File: config.mk
export PLATFORM = sky130hd
export DESIGN_NAME = i2c_master_bit_engine
export DESIGN_NICKNAME = d
export VERILOG_FILES = /design/src/rtl/core/i2cm_pkg.sv /design/src/rtl/core/i2cm_step.sv /design/src/rtl/core/i2c_master_bit_engine.sv
export SDC_FILE = /design/constraint.sdc
export NUM_CORES = 1
export LEC_CHECK = 0
export ABC_AREA = 1
export BUFFER_PORTS_ARGS = -buffer_cell sky130_fd_sc_hd__buf_4
export CAP_MARGIN = 20
export CELL_PAD_IN_SITES_DETAIL_PLACEMENT = 0
export CELL_PAD_IN_SITES_GLOBAL_PLACEMENT = 1
export CORE_UTILIZATION = 30
export DETAILED_ROUTE_END_ITERATION = 8
export PLACE_DENSITY = 0.62
export SLEW_MARGIN = 25
export SYNTH_ARGS = -nofsm -noshare
export SYNTH_HDL_FRONTEND = slang
export SYNTH_SLANG_ARGS = --single-unit
File: constraint.sdc
create_clock -name clk -period 3.1 [get_ports clk]
set_input_delay 0.155 -clock clk [delete_from_list [all_inputs] [get_ports clk]]
set_output_delay 0.155 -clock clk [all_outputs]
set_load 0.005 [all_outputs]
File: src/rtl/core/i2cm_pkg.sv
`default_nettype none
// ----------------------------------------------------------------------------
// i2cm_pkg
// Shared opcodes, engine state type and delay helper for the I2C master
// bit engine.
// ----------------------------------------------------------------------------
package i2cm_pkg;

	localparam int unsigned OP_W    = 3;
	localparam int unsigned BYTE_W  = 8;
	localparam int unsigned DELAY_W = 12;
	localparam int unsigned BITCNT_W = 4;
	localparam int unsigned PHASE_W = 2;

	localparam logic [OP_W-1:0] OP_TICK  = 3'd0;
	localparam logic [OP_W-1:0] OP_START = 3'd1;
	localparam logic [OP_W-1:0] OP_STOP  = 3'd2;
	localparam logic [OP_W-1:0] OP_WRITE = 3'd3;
	localparam logic [OP_W-1:0] OP_READ  = 3'd4;
	localparam logic [OP_W-1:0] OP_WACK  = 3'd5;

	localparam logic [PHASE_W-1:0] PH_0 = 2'd0;
	localparam logic [PHASE_W-1:0] PH_1 = 2'd1;
	localparam logic [PHASE_W-1:0] PH_2 = 2'd2;
	localparam logic [PHASE_W-1:0] PH_3 = 2'd3;

	// delay lengths in units
	localparam logic [3:0] UNITS_EDGE = 4'd15;
	localparam logic [3:0] UNITS_ACK  = 4'd4;
	localparam logic [3:0] UNITS_HALF = 4'd2;
	localparam logic [3:0] UNITS_ONE  = 4'd1;

	localparam logic [BITCNT_W-1:0] BITS_PER_BYTE = 4'd8;

	localparam logic [BYTE_W-1:0] TPU_RESET   = 8'd1;
	localparam logic [BYTE_W-1:0] LIMIT_RESET = 8'd250;

	localparam logic CFG_TPU   = 1'b0;
	localparam logic CFG_LIMIT = 1'b1;

	typedef struct packed {
		logic [OP_W-1:0]     command;
		logic [PHASE_W-1:0]  phase;
		logic [BITCNT_W-1:0] bit_count;
		logic [BYTE_W-1:0]   shift_reg;
		logic [DELAY_W-1:0]  delay_count;
		logic [BYTE_W-1:0]   poll_count;
		logic                scl;
		logic                sda;
		logic [BYTE_W-1:0]   rx_hold;
		logic                fail;
	} eng_state_t;

	typedef struct packed {
		logic [BYTE_W-1:0] ticks_per_unit;
		logic [BYTE_W-1:0] ack_poll_limit;
	} eng_cfg_t;

	// units * ticks_per_unit, at most 15 * 255, fits twelve bits
	function automatic logic [DELAY_W-1:0] unit_delay(input logic [3:0] units,
			input logic [BYTE_W-1:0] tpu);
		logic [DELAY_W-1:0] prod;
		prod = DELAY_W'(units) * DELAY_W'(tpu);
		return prod;
	endfunction

endpackage
`default_nettype wire

File: src/rtl/core/i2cm_step.sv
`default_nettype none
// ----------------------------------------------------------------------------
// i2cm_step
// Next-state logic of the bit engine: applies one request (command or tick)
// to the current engine state.
// ----------------------------------------------------------------------------
module i2cm_step (
	input  i2cm_pkg::eng_state_t          cur,
	input  i2cm_pkg::eng_cfg_t            cfg,
	input  logic [i2cm_pkg::OP_W-1:0]     opcode,
	input  logic [i2cm_pkg::BYTE_W-1:0]   tx_byte,
	input  logic                          send_ack,
	input  logic                          sda_sample,
	output i2cm_pkg::eng_state_t          nxt,
	output logic                          done
);
	import i2cm_pkg::*;

	logic                is_cmd;
	logic                adv_done;
	logic [BITCNT_W-1:0] bc_inc;

	assign is_cmd = (opcode == OP_START) || (opcode == OP_STOP) || (opcode == OP_WRITE)
		|| (opcode == OP_READ) || (opcode == OP_WACK);
	assign bc_inc = cur.bit_count + BITCNT_W'(1);

	always_comb begin
		nxt = cur;
		done = 1'b0;
		adv_done = 1'b0;
		if (is_cmd) begin
			if (cur.command == OP_TICK) begin
				nxt.command = opcode;
				nxt.phase = PH_0;
				case (opcode)
					OP_START: begin
						nxt.scl = 1'b1;
						nxt.sda = 1'b1;
						nxt.delay_count = unit_delay(UNITS_EDGE, cfg.ticks_per_unit);
					end
					OP_STOP: begin
						nxt.scl = 1'b0;
						nxt.delay_count = unit_delay(UNITS_EDGE, cfg.ticks_per_unit);
					end
					OP_WRITE: begin
						nxt.bit_count = '0;
						nxt.scl = 1'b0;
						nxt.sda = tx_byte[BYTE_W-1];
						nxt.shift_reg = {tx_byte[BYTE_W-2:0], 1'b0};
						nxt.delay_count = unit_delay(UNITS_HALF, cfg.ticks_per_unit);
					end
					OP_READ: begin
						nxt.sda = 1'b1;
						nxt.scl = 1'b0;
						nxt.shift_reg = '0;
						nxt.bit_count = '0;
						nxt.poll_count = BYTE_W'(send_ack);
						nxt.delay_count = unit_delay(UNITS_HALF, cfg.ticks_per_unit);
					end
					default: begin
						nxt.fail = 1'b0;
						nxt.sda = 1'b1;
						nxt.delay_count = unit_delay(UNITS_ONE, cfg.ticks_per_unit);
					end
				endcase
			end
		end else if (opcode == OP_TICK && cur.command != OP_TICK) begin
			if (cur.command == OP_WACK && cur.phase == PH_2) begin
				// acknowledge polling, one sample per tick
				if (!sda_sample) begin
					nxt.scl = 1'b0;
					nxt.delay_count = unit_delay(UNITS_EDGE, cfg.ticks_per_unit);
					nxt.phase = PH_3;
				end else if (cur.poll_count >= cfg.ack_poll_limit) begin
					nxt.fail = 1'b1;
					nxt.command = OP_STOP;
					nxt.scl = 1'b0;
					nxt.delay_count = unit_delay(UNITS_EDGE, cfg.ticks_per_unit);
					nxt.phase = PH_0;
				end else begin
					nxt.poll_count = cur.poll_count + BYTE_W'(1);
				end
			end else if (cur.delay_count > DELAY_W'(1)) begin
				nxt.delay_count = cur.delay_count - DELAY_W'(1);
			end else begin
				nxt.delay_count = '0;
				case (cur.command)
					OP_START: begin
						if (cur.phase == PH_0) begin
							nxt.sda = 1'b0;
							nxt.delay_count = unit_delay(UNITS_EDGE, cfg.ticks_per_unit);
							nxt.phase = PH_1;
						end else begin
							nxt.scl = 1'b0;
							adv_done = 1'b1;
						end
					end
					OP_STOP: begin
						case (cur.phase)
							PH_0: begin
								nxt.sda = 1'b0;
								nxt.delay_count = unit_delay(UNITS_EDGE, cfg.ticks_per_unit);
								nxt.phase = PH_1;
							end
							PH_1: begin
								nxt.scl = 1'b1;
								nxt.delay_count = unit_delay(UNITS_EDGE, cfg.ticks_per_unit);
								nxt.phase = PH_2;
							end
							PH_2: begin
								nxt.sda = 1'b1;
								nxt.delay_count = unit_delay(UNITS_EDGE, cfg.ticks_per_unit);
								nxt.phase = PH_3;
							end
							default: begin
								adv_done = 1'b1;
							end
						endcase
					end
					OP_WRITE: begin
						if (cur.phase == PH_0) begin
							nxt.scl = 1'b1;
							nxt.delay_count = unit_delay(UNITS_HALF, cfg.ticks_per_unit);
							nxt.phase = PH_1;
						end else if (cur.phase == PH_1) begin
							nxt.scl = 1'b0;
							nxt.delay_count = unit_delay(UNITS_HALF, cfg.ticks_per_unit);
							nxt.phase = PH_2;
						end else begin
							nxt.bit_count = bc_inc;
							if (bc_inc >= BITS_PER_BYTE) begin
								adv_done = 1'b1;
							end else begin
								nxt.sda = cur.shift_reg[BYTE_W-1];
								nxt.shift_reg = {cur.shift_reg[BYTE_W-2:0], 1'b0};
								nxt.delay_count = unit_delay(UNITS_HALF, cfg.ticks_per_unit);
								nxt.phase = PH_0;
							end
						end
					end
					OP_READ: begin
						case (cur.phase)
							PH_0: begin
								nxt.scl = 1'b1;
								nxt.delay_count = unit_delay(UNITS_ONE, cfg.ticks_per_unit);
								nxt.phase = PH_1;
							end
							PH_1: begin
								// sample at the end of the scl high unit
								nxt.shift_reg = {cur.shift_reg[BYTE_W-2:0], sda_sample};
								nxt.bit_count = bc_inc;
								nxt.scl = 1'b0;
								if (bc_inc < BITS_PER_BYTE) begin
									nxt.delay_count = unit_delay(UNITS_HALF, cfg.ticks_per_unit);
									nxt.phase = PH_0;
								end else begin
									nxt.sda = (cur.poll_count == '0);
									nxt.delay_count = unit_delay(UNITS_ACK, cfg.ticks_per_unit);
									nxt.phase = PH_2;
								end
							end
							PH_2: begin
								nxt.scl = 1'b1;
								nxt.delay_count = unit_delay(UNITS_ACK, cfg.ticks_per_unit);
								nxt.phase = PH_3;
							end
							default: begin
								nxt.scl = 1'b0;
								nxt.sda = 1'b1;
								nxt.rx_hold = cur.shift_reg;
								adv_done = 1'b1;
							end
						endcase
					end
					default: begin
						if (cur.phase == PH_0) begin
							nxt.scl = 1'b1;
							nxt.delay_count = unit_delay(UNITS_ONE, cfg.ticks_per_unit);
							nxt.phase = PH_1;
						end else if (cur.phase == PH_1) begin
							nxt.poll_count = '0;
							nxt.phase = PH_2;
						end else begin
							adv_done = 1'b1;
						end
					end
				endcase
				if (adv_done) begin
					nxt.command = OP_TICK;
					nxt.phase = PH_0;
					nxt.delay_count = '0;
					done = 1'b1;
				end
			end
		end
	end

endmodule
`default_nettype wire

File: src/rtl/core/i2c_master_bit_engine.sv
`default_nettype none
// ----------------------------------------------------------------------------
// i2c_master_bit_engine
// I2C master bit engine: start, stop, write byte, read byte and wait-ack
// commands paced by tick requests, open-drain SCL/SDA drive levels out.
// ----------------------------------------------------------------------------
// Every request (command or tick) yields exactly one result carrying the line
// levels, busy/done status, last received byte and the ack failure flag. A
// request is registered on acceptance, and the engine state and the result
// register are updated together from it once the result side is free. One
// request is taken every clock while the result side keeps up; the rate is set
// by the single state update loop. Commands arriving while busy are dropped
// (still answered), opcodes six and seven do nothing. Configuration writes are
// always taken and should happen only while the engine is idle.
module i2c_master_bit_engine (
	input  logic                        clk,
	input  logic                        arst_n,
	input  logic                        in_valid,
	output logic                        in_ready,
	input  logic [i2cm_pkg::OP_W-1:0]   opcode,
	input  logic [i2cm_pkg::BYTE_W-1:0] tx_byte,
	input  logic                        send_ack,
	input  logic                        sda_sample,
	output logic                        out_valid,
	input  logic                        out_ready,
	output logic                        scl_level,
	output logic                        sda_level,
	output logic                        busy_res,
	output logic                        done_res,
	output logic [i2cm_pkg::BYTE_W-1:0] rx_byte,
	output logic                        ack_failed,
	input  logic                        cfg_valid,
	output logic                        cfg_ready,
	input  logic                        cfg_index,
	input  logic [i2cm_pkg::BYTE_W-1:0] cfg_data
);
	import i2cm_pkg::*;

	eng_state_t        st_q;
	eng_state_t        st_nxt;
	eng_cfg_t          cfg_q;
	logic              step_done;

	logic              valid_s1;
	logic [OP_W-1:0]   opcode_s1;
	logic [BYTE_W-1:0] tx_byte_s1;
	logic              send_ack_s1;
	logic              sda_sample_s1;

	logic              out_free;
	logic              fire;

	assign out_free  = !out_valid || out_ready;
	assign fire      = valid_s1 && out_free;
	assign in_ready  = !valid_s1 || out_free;
	assign cfg_ready = 1'b1;

	// configuration registers
	always_ff @(posedge clk or negedge arst_n) begin
		if (!arst_n) begin
			cfg_q.ticks_per_unit <= TPU_RESET;
			cfg_q.ack_poll_limit <= LIMIT_RESET;
		end else if (cfg_valid) begin
			case (cfg_index)
				CFG_TPU:   cfg_q.ticks_per_unit <= cfg_data;
				CFG_LIMIT: cfg_q.ack_poll_limit <= cfg_data;
				default:   cfg_q <= cfg_q;
			endcase
		end
	end

	// input register
	always_ff @(posedge clk or negedge arst_n) begin
		if (!arst_n) begin
			valid_s1 <= 1'b0;
		end else if (in_ready) begin
			valid_s1 <= in_valid;
		end
	end

	always_ff @(posedge clk) begin
		if (in_valid && in_ready) begin
			opcode_s1     <= opcode;
			tx_byte_s1    <= tx_byte;
			send_ack_s1   <= send_ack;
			sda_sample_s1 <= sda_sample;
		end
	end

	i2cm_step u_step (
		.cur        (st_q),
		.cfg        (cfg_q),
		.opcode     (opcode_s1),
		.tx_byte    (tx_byte_s1),
		.send_ack   (send_ack_s1),
		.sda_sample (sda_sample_s1),
		.nxt        (st_nxt),
		.done       (step_done)
	);

	// engine state
	always_ff @(posedge clk or negedge arst_n) begin
		if (!arst_n) begin
			st_q.command     <= OP_TICK;
			st_q.phase       <= PH_0;
			st_q.bit_count   <= '0;
			st_q.shift_reg   <= '0;
			st_q.delay_count <= '0;
			st_q.poll_count  <= '0;
			st_q.scl         <= 1'b1;
			st_q.sda         <= 1'b1;
			st_q.rx_hold     <= '0;
			st_q.fail        <= 1'b0;
		end else if (fire) begin
			st_q <= st_nxt;
		end
	end

	// result register
	always_ff @(posedge clk or negedge arst_n) begin
		if (!arst_n) begin
			out_valid <= 1'b0;
		end else if (out_free) begin
			out_valid <= valid_s1;
		end
	end

	always_ff @(posedge clk) begin
		if (fire) begin
			scl_level  <= st_nxt.scl;
			sda_level  <= st_nxt.sda;
			busy_res   <= (st_nxt.command != OP_TICK);
			done_res   <= step_done;
			rx_byte    <= st_nxt.rx_hold;
			ack_failed <= st_nxt.fail;
		end
	end

endmodule
`default_nettype wire
==> flow_summary_export.csv, run 1 <==
group,metric,value,unit
critical_path,cp-startpoint,"cfg_q[9]$_DFFE_PN0P_",
synth,synth_flop_cell,"dfrtp_1",
synth,synth.area.mux_share,0,%
synth,synth_compound_area_share,11.9,%
hold_path,holdCritPathClass,"input port to register",
synth,syn_area,6930,um^2
layout,synthToLayoutAreaGrowth,18.8,%
job,max_cap_viol_count,0,
global_routing,grt_first_pass_wirelength,34600,um
timing,fmax,0.344,GHz
synth,yosysSeqAreaShare,35.2,%
floorplan,die_h,154,um
timing,hold_ws,48.6,ps
place,gp_congestion,0.848,
detailed_routing,first_pass_iters,5,
synth,syn-num-nets,1033,
critical_path,path_max_fanout,4,
global_routing,antenna_found_initial,0,
floorplan,start_util,30.6,%
place,io_buffers,41,
synth,postSynthRegisterBits,92,
place,placed_cells,1292,
clock_tree,clock_path_buffers,2,
synth,synth.top_cell.area_share,20.6,%
timing,fin_worst_skew,14.3,ps
layout,layoutNonFillerInstCount,1324,
place,hpwl,15900,um
timing,worstMarginPinSlew,812,ps
floorplan,io_pins,43,
layout,layout_common_cells,"nand2_1, inv_1, nor2_1",
synth,synth-async-reset-ratio,71.7,%
critical_path,critPathArrivalTime,3150,ps
timing,rsz0062_at_grt,"true",
clock_tree,root_buffer,"clkbuf_16",
layout,drive_gt1_share,15.7,%
layout,antenna_cells,0,
synth,synth_top_family_by_area,"simple AND/OR/NAND/NOR gates",
timing,relSlewSlack,45.7,%
detailed_routing,first_iter_violations,380,
synth,synthSimpleGateAreaFrac,32.2,%
place,pre_cts_slack,44.8,ps
timing,fin_ws,196,ps
detailed_routing,vias,6370,
layout,final_net_count,1109,
global_routing,grt_use_total,18.8,%
critical_path,criticalPathCategory,"register to register",
detailed_routing,post-route-drc-count,0,
clock_tree,cts_inserted_buffers,9,
synth,post_synth.cell_area_avg,7.24,um^2
timing,hold_viol,0,
detailed_routing,viasPerCell,4.81,
synth,synth_xor_xnor_area_share,2.02,%
clock_tree,path_clk_slew,80,ps
global_routing,overflow,0,
timing,finalCritPeriodShare,93.7,%
floorplan,fp.dieW,154,um
power,p_leak,4.00,nW
floorplan,dieArea,23700,um^2
clock_tree,clk_latency,360,ps
clock_tree,clkSinkCount,92,
synth,synth.yosys.warnings,0,
clock_tree,cts_tree,"yes",
timing,slew_viol_final,0,
critical_path,crit_path_start_kind,"register",
power,peakVddDrop,0.000275,V
floorplan,num_rows,55,
layout,final_common_cell,"nand2_1",
hold_path,min_from,"cfg_data[3]",
synth,synth_largest_area_cell,"dfrtp_1",
critical_path,cp.required,3350,ps
synth,synth_fa_ha_area_share,10.1,%
synth,synth_area_leaders,"dfrtp_1, nand2_1, edfxtp_1, ha_1, inv_1",
timing,setup_viol,0,
synth,synth_cell_types,46,
critical_path,reg2reg_from,"cfg_q[9]$_DFFE_PN0P_",
power,powerDensity,787,nW/um^2
detailed_routing,routedWlPerCell,15.9,um
run_status,status,"finished clean",
detailed_routing,ant_nets,0,
global_routing,grt_pass1_vias,6246,
synth,synthCells,958,
synth,synth_edf_count,26,
detailed_routing,wirelength,21100,um
global_routing,grt_max_degree,67,
timing,min_period,2900,ps
clock_tree,h-tree-depth,3,
critical_path,end_kind,"register",
floorplan,core_area,22600,um^2
[logic make-up after synthesis]
family,count (synthesis)
AND/OR/NAND/NOR,512
buffers and inverters,148
AO/OA/AOI/OAI,141
flip-flops,92
adder cells (fa/ha/maj),48
XOR/XNOR,16
other,1
[synth_stat cells, types with 3 or more instances]
| master | n |
|---|---|
| dfrtp_1 | 57 |
| xor2_1 | 10 |
| o21ai_2 | 11 |
| nand2_1 | 304 |
| ha_1 | 35 |
| o21ai_0 | 37 |
| fa_1 | 13 |
| nand3_1 | 60 |
| nand3b_1 | 5 |
| o22ai_1 | 9 |
| a22oi_1 | 12 |
| o21ai_1 | 7 |
| a31oi_1 | 8 |
| inv_1 | 114 |
| dfstp_2 | 9 |
| inv_2 | 12 |
| clkbuf_1 | 8 |
| a21oi_1 | 49 |
| xnor2_1 | 6 |
| nor2_2 | 8 |
| nand3_2 | 3 |
| nor3_1 | 10 |
| nand2_2 | 6 |
| nor2_1 | 82 |
| edfxtp_1 | 26 |
| nand4_1 | 20 |
| buf_2 | 5 |
| buf_4 | 4 |
[where the power goes]
| part | switching [mW] | internal [mW] | leakage, nW |
|---|---|---|---|
| Clock | 0.565 | 0.648 | 0.157 |
| Combinational | 2.18 | 1.25 | 2.79 |
| Sequential | 0.255 | 1.59 | 1.05 |
| Total | 3.00 | 3.49 | 4.00 |
[registers in the layout, summed over array words and instances (netlist names)]
| name | flops |
|---|---|
| ack_failed | 1 |
| busy_res | 1 |
| cfg_q | 16 |
| done_res | 1 |
| opcode_s1 | 3 |
| out_valid | 1 |
| rx_byte | 8 |
| scl_level | 1 |
| sda_level | 1 |
| sda_sample_s1 | 1 |
| send_ack_s1 | 1 |
| st_q | 48 |
| tx_byte_s1 | 8 |
| valid_s1 | 1 |
[area by class of cell]
cell class,instances,area [um^2]
clock buffers,9,225
repair buffers,85,679
flip-flops and latches,92,2440
clock inverters,7,91.3
fillers,2434,14400
inverters,128,480
multi-input cells,718,3960
well taps,285,357
[stage by stage]
stage	setup TNS, ps	utilization [%]	instance area [um^2]	power (mW)
after floorplan	0	-	6930	4.16
after global placement	0	34.0	7700	5.16
after detailed placement	0	34.0	7700	5.14
after CTS	0	36.1	8160	6.40
after global routing	-17.9	36.4	8240	7.09
final	0	36.4	8240	6.49
[routing by layer]
metal  vias up  global-route usage [%]  routed length, um
met5         -                       0                  0
met4         0                    6.33                427
met3        21                    2.59                815
met2       107                    28.0               9050
met1      2978                    27.7              10800
li1       3264                       -                  -
[path summary, 6_finish.rpt]
path | cells past startpoint | endpoint | slack [ps]
max in group asynchronous | 2 | cfg_q[9]$_DFFE_PN0P_ | 2240
worst min-delay path | 3 | cfg_q[3]$_DFFE_PN1P_ | 50
worst max register to register | 17 | st_q[25]$_DFFE_PN0P_ | 200
worst min register to register | 2 | st_q[8]$_DFFE_PN0P_ | 500
worst max-delay path | 17 | st_q[25]$_DFFE_PN0P_ | 200
min in group asynchronous | 2 | st_q[27]$_DFFE_PN0P_ | 370
[worst max-delay path: stages (launching register included)]
cell      delay, ps
dfrtp_2         440
fa_1            540
inv_1            60
fa_1            470
inv_1            60
fa_2            370
nand3_1         120
nand3b_1         80
nand2_1         130
nor2_1           50
a21oi_1         100
nand2_1          60
nand2_1          60
nand2_1          50
nand2_1          50
nand2_1          50
nand2_1          60
nand2_1          40
[repair_timing]
action                                 4_1_cts  5_1_grt
endpoints found under the hold margin       54        0
setup endpoints to repair                    0        8
hold buffers                                15        0
gates resized for setup                      0       19
setup buffers                                0        1
Note: power is estimated with default switching activity, not from simulation.
==> run 2: changes to the inputs <==
--- a/config.mk
+++ b/config.mk
@@ -5,14 +5,13 @@
 export SDC_FILE = /design/constraint.sdc
 export NUM_CORES = 1
 export LEC_CHECK = 0
-export ABC_AREA = 1
 export BUFFER_PORTS_ARGS = -buffer_cell sky130_fd_sc_hd__buf_4
 export CAP_MARGIN = 20
 export CELL_PAD_IN_SITES_DETAIL_PLACEMENT = 0
 export CELL_PAD_IN_SITES_GLOBAL_PLACEMENT = 1
 export CORE_UTILIZATION = 30
 export DETAILED_ROUTE_END_ITERATION = 8
-export PLACE_DENSITY = 0.62
+export PLACE_DENSITY = 0.6
 export SLEW_MARGIN = 25
 export SYNTH_ARGS = -nofsm -noshare
 export SYNTH_HDL_FRONTEND = slang
==> flow_summary_export.csv, run 2 <==
group,metric,value,unit
run_status,status,"finished, violations left",
run_status,violations,"negative setup slack",
synth,synth-async-reset-ratio,71.7,%
power,peakVddDrop,0.000342,V
layout,synthToLayoutAreaGrowth,27.4,%
timing,rsz0062_at_grt,"true",
synth,synth.top_cell.area_share,20.9,%
synth,synth_top_family_by_area,"compound AO/OA/AOI/OAI gates",
global_routing,overflow,0,
timing,hold_ws,12.0,ps
synth,synth.most_common_cell,"o21ai_0",
floorplan,die_h,153,um
floorplan,core_area,22000,um^2
timing,relSlewSlack,38.4,%
floorplan,num_rows,54,
layout,fillers,2198,
layout,drive_gt1_share,28.5,%
power,p_leak,3.61,nW
job,max_cap_viol_count,0,
floorplan,start_util,31.0,%
synth,postSynthRegisterBits,92,
critical_path,cp_top_family,"adder cells",
synth,post_synth.cell_area_avg,9.16,um^2
synth,synth_commonest_cells,"o21ai_0, nand2_1, nor2_1",
critical_path,critPathArrivalTime,3730,ps
synth,synth_edf_count,26,
global_routing,grt_first_pass_wirelength,36000,um
synth,synth_flop_cell,"dfrtp_1",
critical_path,max_stage_delay,530,ps
synth,synth_cell_types,77,
place,io_buffers,41,
clock_tree,cts_tree,"yes",
clock_tree,root_buffer,"clkbuf_16",
timing,hold_viol,0,
detailed_routing,routedWlPerCell,19.6,um
synth,yosysSeqAreaShare,35.8,%
clock_tree,clock_path_buffers,2,
timing,slew_viol_final,0,
layout,largest_register_ffs,48,
clock_tree,h-tree-depth,3,
global_routing,grt_use_total,19.8,%
layout,final_common_cell,"buf_4",
timing,setup_viol,6,
power,powerDensity,578,nW/um^2
synth,synthCells,744,
layout,final_net_count,940,
synth,synth_xor_xnor_area_share,1.67,%
global_routing,antenna_found_initial,0,
synth,synthSimpleGateAreaFrac,17.3,%
synth,syn_area,6820,um^2
place,gp_congestion,0.991,
clock_tree,clk_latency,360,ps
detailed_routing,post-route-drc-count,0,
timing,fin_ws,-372,ps
synth,syn-num-nets,819,
layout,largest_register,"st_q",
clock_tree,cts_inserted_buffers,9,
layout,layout_common_cells,"buf_4, o21ai_0, nand2_1",
detailed_routing,first_pass_iters,7,
detailed_routing,wirelength,22600,um
synth,synth_area_leaders,"dfrtp_1, edfxtp_1, ha_1, mux2_2, o21ai_0",
critical_path,cp_cell_sequence,"fa_1 > inv_1 > fa_1 > inv_2 > ha_4 > a211oi_4 > or2_4 > o311ai_4 > mux2_4 > a221o_1 > mux2_4 > a31o_4",
critical_path,cp.required,3350,ps
critical_path,crit_path_start_kind,"register",
detailed_routing,met2WireLength,10800,um
hold_path,holdCritPathClass,"input port to register",
timing,fin_worst_skew,11.1,ps
synth,synth_fa_ha_area_share,10.2,%
floorplan,dieArea,23300,um^2
synth,synth.yosys.warnings,0,
synth,synth.area.mux_share,6.64,%
detailed_routing,wl_met1,9920,um
floorplan,io_pins,43,
power,power,5.02,mW
detailed_routing,first_iter_violations,627,
timing,min_period,3470,ps
critical_path,r2r_slack,-370,ps
floorplan,fp.dieW,153,um
clock_tree,clkSinkCount,92,
timing,fmax,0.288,GHz
synth,synth_compound_area_share,23.4,%
synth,synth_largest_area_cell,"dfrtp_1",
critical_path,criticalPathCategory,"register to register",
critical_path,cpMaxStageDelayCell,"fa_1",
place,hpwl,17000,um
detailed_routing,viasPerCell,5.60,
layout,top_regs,"st_q: 48 flops, cfg_q: 16 flops",
global_routing,grt_pass1_vias,6491,
timing,worstMarginPinSlew,922,ps
critical_path,end_kind,"register",
detailed_routing,route.met3.wl,1360,um
global_routing,grt_max_degree,67,
critical_path,path_max_fanout,3,
detailed_routing,vias,6442,
critical_path,cp_num_buf_inv,2,
timing,setup_tns,-1500,ps
timing,finalCritPeriodShare,112,%
detailed_routing,ant_nets,0,
detailed_routing,highest_layer,"met4",
clock_tree,path_clk_slew,80,ps
layout,antenna_cells,0,
-- run 2: path summary, 6_finish.rpt --
path / start / end / depth (start not counted)
setup / recovery: cfg_q[9]$_DFFE_PN0P_ / st_q[26]$_DFFE_PN0P_ / 12
hold / removal: cfg_data[1] / cfg_q[9]$_DFFE_PN0P_ / 3
setup reg to reg: cfg_q[9]$_DFFE_PN0P_ / st_q[26]$_DFFE_PN0P_ / 12
hold reg to reg: st_q[0]$_DFFE_PN0P_ / st_q[0]$_DFFE_PN0P_ / 2
max in group asynchronous: arst_n / cfg_q[9]$_DFFE_PN0P_ / 2
min in group asynchronous: arst_n / st_q[18]$_DFFE_PN0P_ / 2
-- run 2: logic make-up (layout without fill, tap and decap cells) --
logic type	count (synthesis)	in the layout
AND/OR/NAND/NOR	234	234
AO/OA/AOI/OAI	231	231
flip-flops	92	92
buffers and inverters	84	210
adder cells (fa/ha/maj)	48	48
multiplexers	41	41
XOR/XNOR	13	13
other	1	1
-- run 2: layout make-up --
| cell class | instances | area (um^2) | area share, % |
|---|---|---|---|
| inverter | 45 | 176 | 2.03 |
| sequential | 92 | 2440 | 28.1 |
| clock inverter | 7 | 78.8 | 0.907 |
| timing repair buffer | 149 | 1170 | 13.5 |
| multi-input combinational | 568 | 4240 | 48.8 |
| tap | 280 | 350 | 4.03 |
| clock buffer | 9 | 225 | 2.59 |
-- run 2: worst reg2reg max path, stage by stage (launching register included) --
cell	delay, ps
dfrtp_2	430
fa_1	530
inv_1	60
fa_1	490
inv_2	60
ha_4	220
a211oi_4	240
or2_4	180
o311ai_4	90
mux2_4	290
a221o_1	300
mux2_4	270
a31o_4	200
-- run 2: layer usage --
metal | vias to the layer above | GRT usage, %
li1 | 2997 | -
met1 | 3187 | 25.8
met2 | 223 | 32.6
met3 | 35 | 3.64
met4 | 0 | 7.36
met5 | - | 0
-- run 2: repair_timing --
item,CTS,global route
hold buffers,15,0
setup endpoints to repair,8,18
resized for setup,11,20
pin swaps,15,20
buffers inserted,3,4
cloned,0,0
hold endpoints to repair,71,0
-- run 2: power breakdown --
group	internal (mW)	leakage, nW	switching, mW
clock network	0.572	0.141	0.584
logic	1.19	2.38	1.22
registers	1.36	1.10	0.101
total	3.12	3.61	1.90
-- run 2: through the flow --
step                      cells  setup WS [ps]  util (%)  area, um^2
final                      1150           -372      39.4        8690
after global routing       1150           -448      39.4        8690
after CTS                  1146           -347      38.9        8580
after detailed placement   1112           -380      36.6        8050
after global placement     1112           -341      36.6        8050
after floorplan             744           -302         -        6920
==> run 3: changes to the inputs <==
--- a/config.mk
+++ b/config.mk
@@ -11,6 +11,7 @@
 export CELL_PAD_IN_SITES_GLOBAL_PLACEMENT = 1
 export CORE_UTILIZATION = 30
 export DETAILED_ROUTE_END_ITERATION = 8
+export HOLD_SLACK_MARGIN = 0.06
 export PLACE_DENSITY = 0.6
 export SLEW_MARGIN = 25
 export SYNTH_ARGS = -nofsm -noshare
==> flow_summary_export.csv, run 3 (synthesis results as in run 2) <==
group,metric,value,unit
critical_path,cp_cell_sequence,"fa_1 > inv_1 > fa_1 > inv_2 > ha_4 > a211oi_4 > or2_4 > o311ai_4 > mux2_4 > a221o_1 > mux2_4 > a31o_4",
detailed_routing,ant_nets,0,
detailed_routing,wirelength,22600,um
timing,fmax,0.288,GHz
clock_tree,h-tree-depth,3,
timing,rsz0062_at_grt,"true",
place,placed_cells,1112,
detailed_routing,post-route-drc-count,0,
clock_tree,cts_inserted_buffers,9,
layout,final_net_count,948,
layout,synthToLayoutAreaGrowth,28.6,%
layout,antenna_cells,0,
timing,finalCritPeriodShare,112,%
run_status,violations,"negative setup slack",
timing,relSlewSlack,39.3,%
floorplan,start_util,31.0,%
floorplan,fp.dieW,153,um
global_routing,grt_pass1_vias,6522,
place,io_buffers,41,
critical_path,cp.required,3360,ps
power,p_leak,3.65,nW
critical_path,reg2regPathDepth,12,
clock_tree,clk_latency,360,ps
timing,hold_viol,0,
floorplan,dieArea,23300,um^2
power,peakVddDrop,0.000342,V
global_routing,grt_first_pass_wirelength,36100,um
timing,hold_ws,86.6,ps
place,hpwl,17000,um
floorplan,num_rows,54,
detailed_routing,viasPerCell,5.55,
place,pre_cts_slack,-380,ps
power,powerDensity,574,nW/um^2
critical_path,path_max_fanout,3,
clock_tree,clkSinkCount,92,
timing,slew_viol_final,0,
job,max_cap_viol_count,0,
place,gp_congestion,0.991,
detailed_routing,routedWlPerCell,19.5,um
global_routing,antenna_found_initial,0,
layout,final_common_cell,"buf_4",
hold_path,min_from,"out_ready",
critical_path,end_kind,"register",
floorplan,die_h,153,um
global_routing,grt_max_degree,67,
global_routing,grt_use_total,19.9,%
critical_path,max_stage_delay,530,ps
critical_path,timing.rr.end,"st_q[26]$_DFFE_PN0P_",
critical_path,crit_path_start_kind,"register",
timing,min_period,3480,ps
hold_path,holdCritPathClass,"input port to register",
critical_path,criticalPathCategory,"register to register",
layout,layout_common_cells,"buf_4, o21ai_0, nand2_1",
detailed_routing,vias,6428,
critical_path,critPathArrivalTime,3730,ps
layout,largest_register_ffs,48,
layout,largest_register,"st_q",
clock_tree,root_buffer,"clkbuf_16",
critical_path,reg2reg_from,"cfg_q[9]$_DFFE_PN0P_",
clock_tree,path_clk_slew,80,ps
layout,top_regs,"st_q: 48 flops, cfg_q: 16 flops",
hold_path,hold_path_depth,3,
floorplan,io_pins,43,
layout,drive_gt1_share,28.2,%
detailed_routing,first_pass_iters,7,
floorplan,core_area,22000,um^2
detailed_routing,first_iter_violations,634,
global_routing,overflow,0,
clock_tree,clock_path_buffers,2,
critical_path,cpMaxStageDelayCell,"fa_1",
hold_path,min_to,"out_valid$_DFFE_PN0P_",
run_status,status,"finished, violations left",
clock_tree,cts_tree,"yes",
timing,worstMarginPinSlew,909,ps
timing,setup_viol,6,
timing,fin_worst_skew,11.7,ps
layout,layoutNonFillerInstCount,1158,
critical_path,r2r_slack,-380,ps
timing,fin_ws,-378,ps
==> run 3: cell count changes in the layout (fill, tap and decap cells not counted) <==
| cell | change |
|---|---|
| dlygate4sd3_1 | +8 |
==> run 3: what timing repair did <==
| action | CTS | global route |
|---|---|---|
| hold buffers | 23 | 0 |
| endpoints found under the hold margin | 86 | 0 |
| setup endpoints to repair | 8 | 18 |
| setup buffers | 3 | 4 |
| gates cloned | 0 | 0 |
| gates resized for setup | 11 | 20 |
| pin swaps | 15 | 20 |
==> run 3: metrics by stage <==
stage | setup TNS, ps | utilization [%] | cell area (um^2) | power, mW
after CTS | -1490 | 39.3 | 8660 | 4.90
after global routing | -2420 | 39.8 | 8770 | 5.36
after global placement | -1400 | 36.6 | 8050 | 3.52
after floorplan | -461 | - | 6920 | 2.82
final | -1550 | 39.8 | 8770 | 5.04
after detailed placement | -1510 | 36.6 | 8050 | 3.57
==> run 3: worst max path at each step <==
stage	slack, ps	from	end
after floorplan	-300	cfg_q[8]$_DFFE_PN1P_	st_q[26]$_DFFE_PN0P_
after global placement	-340	cfg_q[10]$_DFFE_PN0P_	st_q[26]$_DFFE_PN0P_
after detailed placement	-380	cfg_q[10]$_DFFE_PN0P_	st_q[26]$_DFFE_PN0P_
after CTS	-350	cfg_q[12]$_DFFE_PN0P_	st_q[26]$_DFFE_PN0P_
after global routing	-450	cfg_q[8]$_DFFE_PN1P_	st_q[26]$_DFFE_PN0P_
final	-380	cfg_q[9]$_DFFE_PN0P_	st_q[26]$_DFFE_PN0P_
==> run 3: where the power goes <==
group          internal [mW]  leakage, nW  switching (mW)
clock                  0.572        0.141           0.585
sequential              1.36         1.10           0.101
combinational           1.19         2.41            1.22
==> run 3: final cells by class <==
class	instances	area (um^2)
fillers	2189	13300
multi-input cells	568	4240
flip-flops and latches	92	2440
repair buffers	157	1250
well taps	280	350
clock buffers	9	225
inverters	45	176
clock inverters	7	78.8
==> run 3: routing by layer <==
metal  track usage (%)  vias to the layer above  share of wire, %
met5                 0                        -                 0
met4              7.36                        0               2.4
met3              3.64                       32               5.7
met2              32.7                      208                48
met1              25.9                     3174                44
li1                  -                     3014                 -
==> run 3: critical path, delay by kind of cell, from the launching register on <==
family          cells  cell delay (ps)
fa+ha+maj           3             1240
compound gates      4              840
mux                 2              570
flops               1              430
simple gates        1              180
buf+inv             2              120
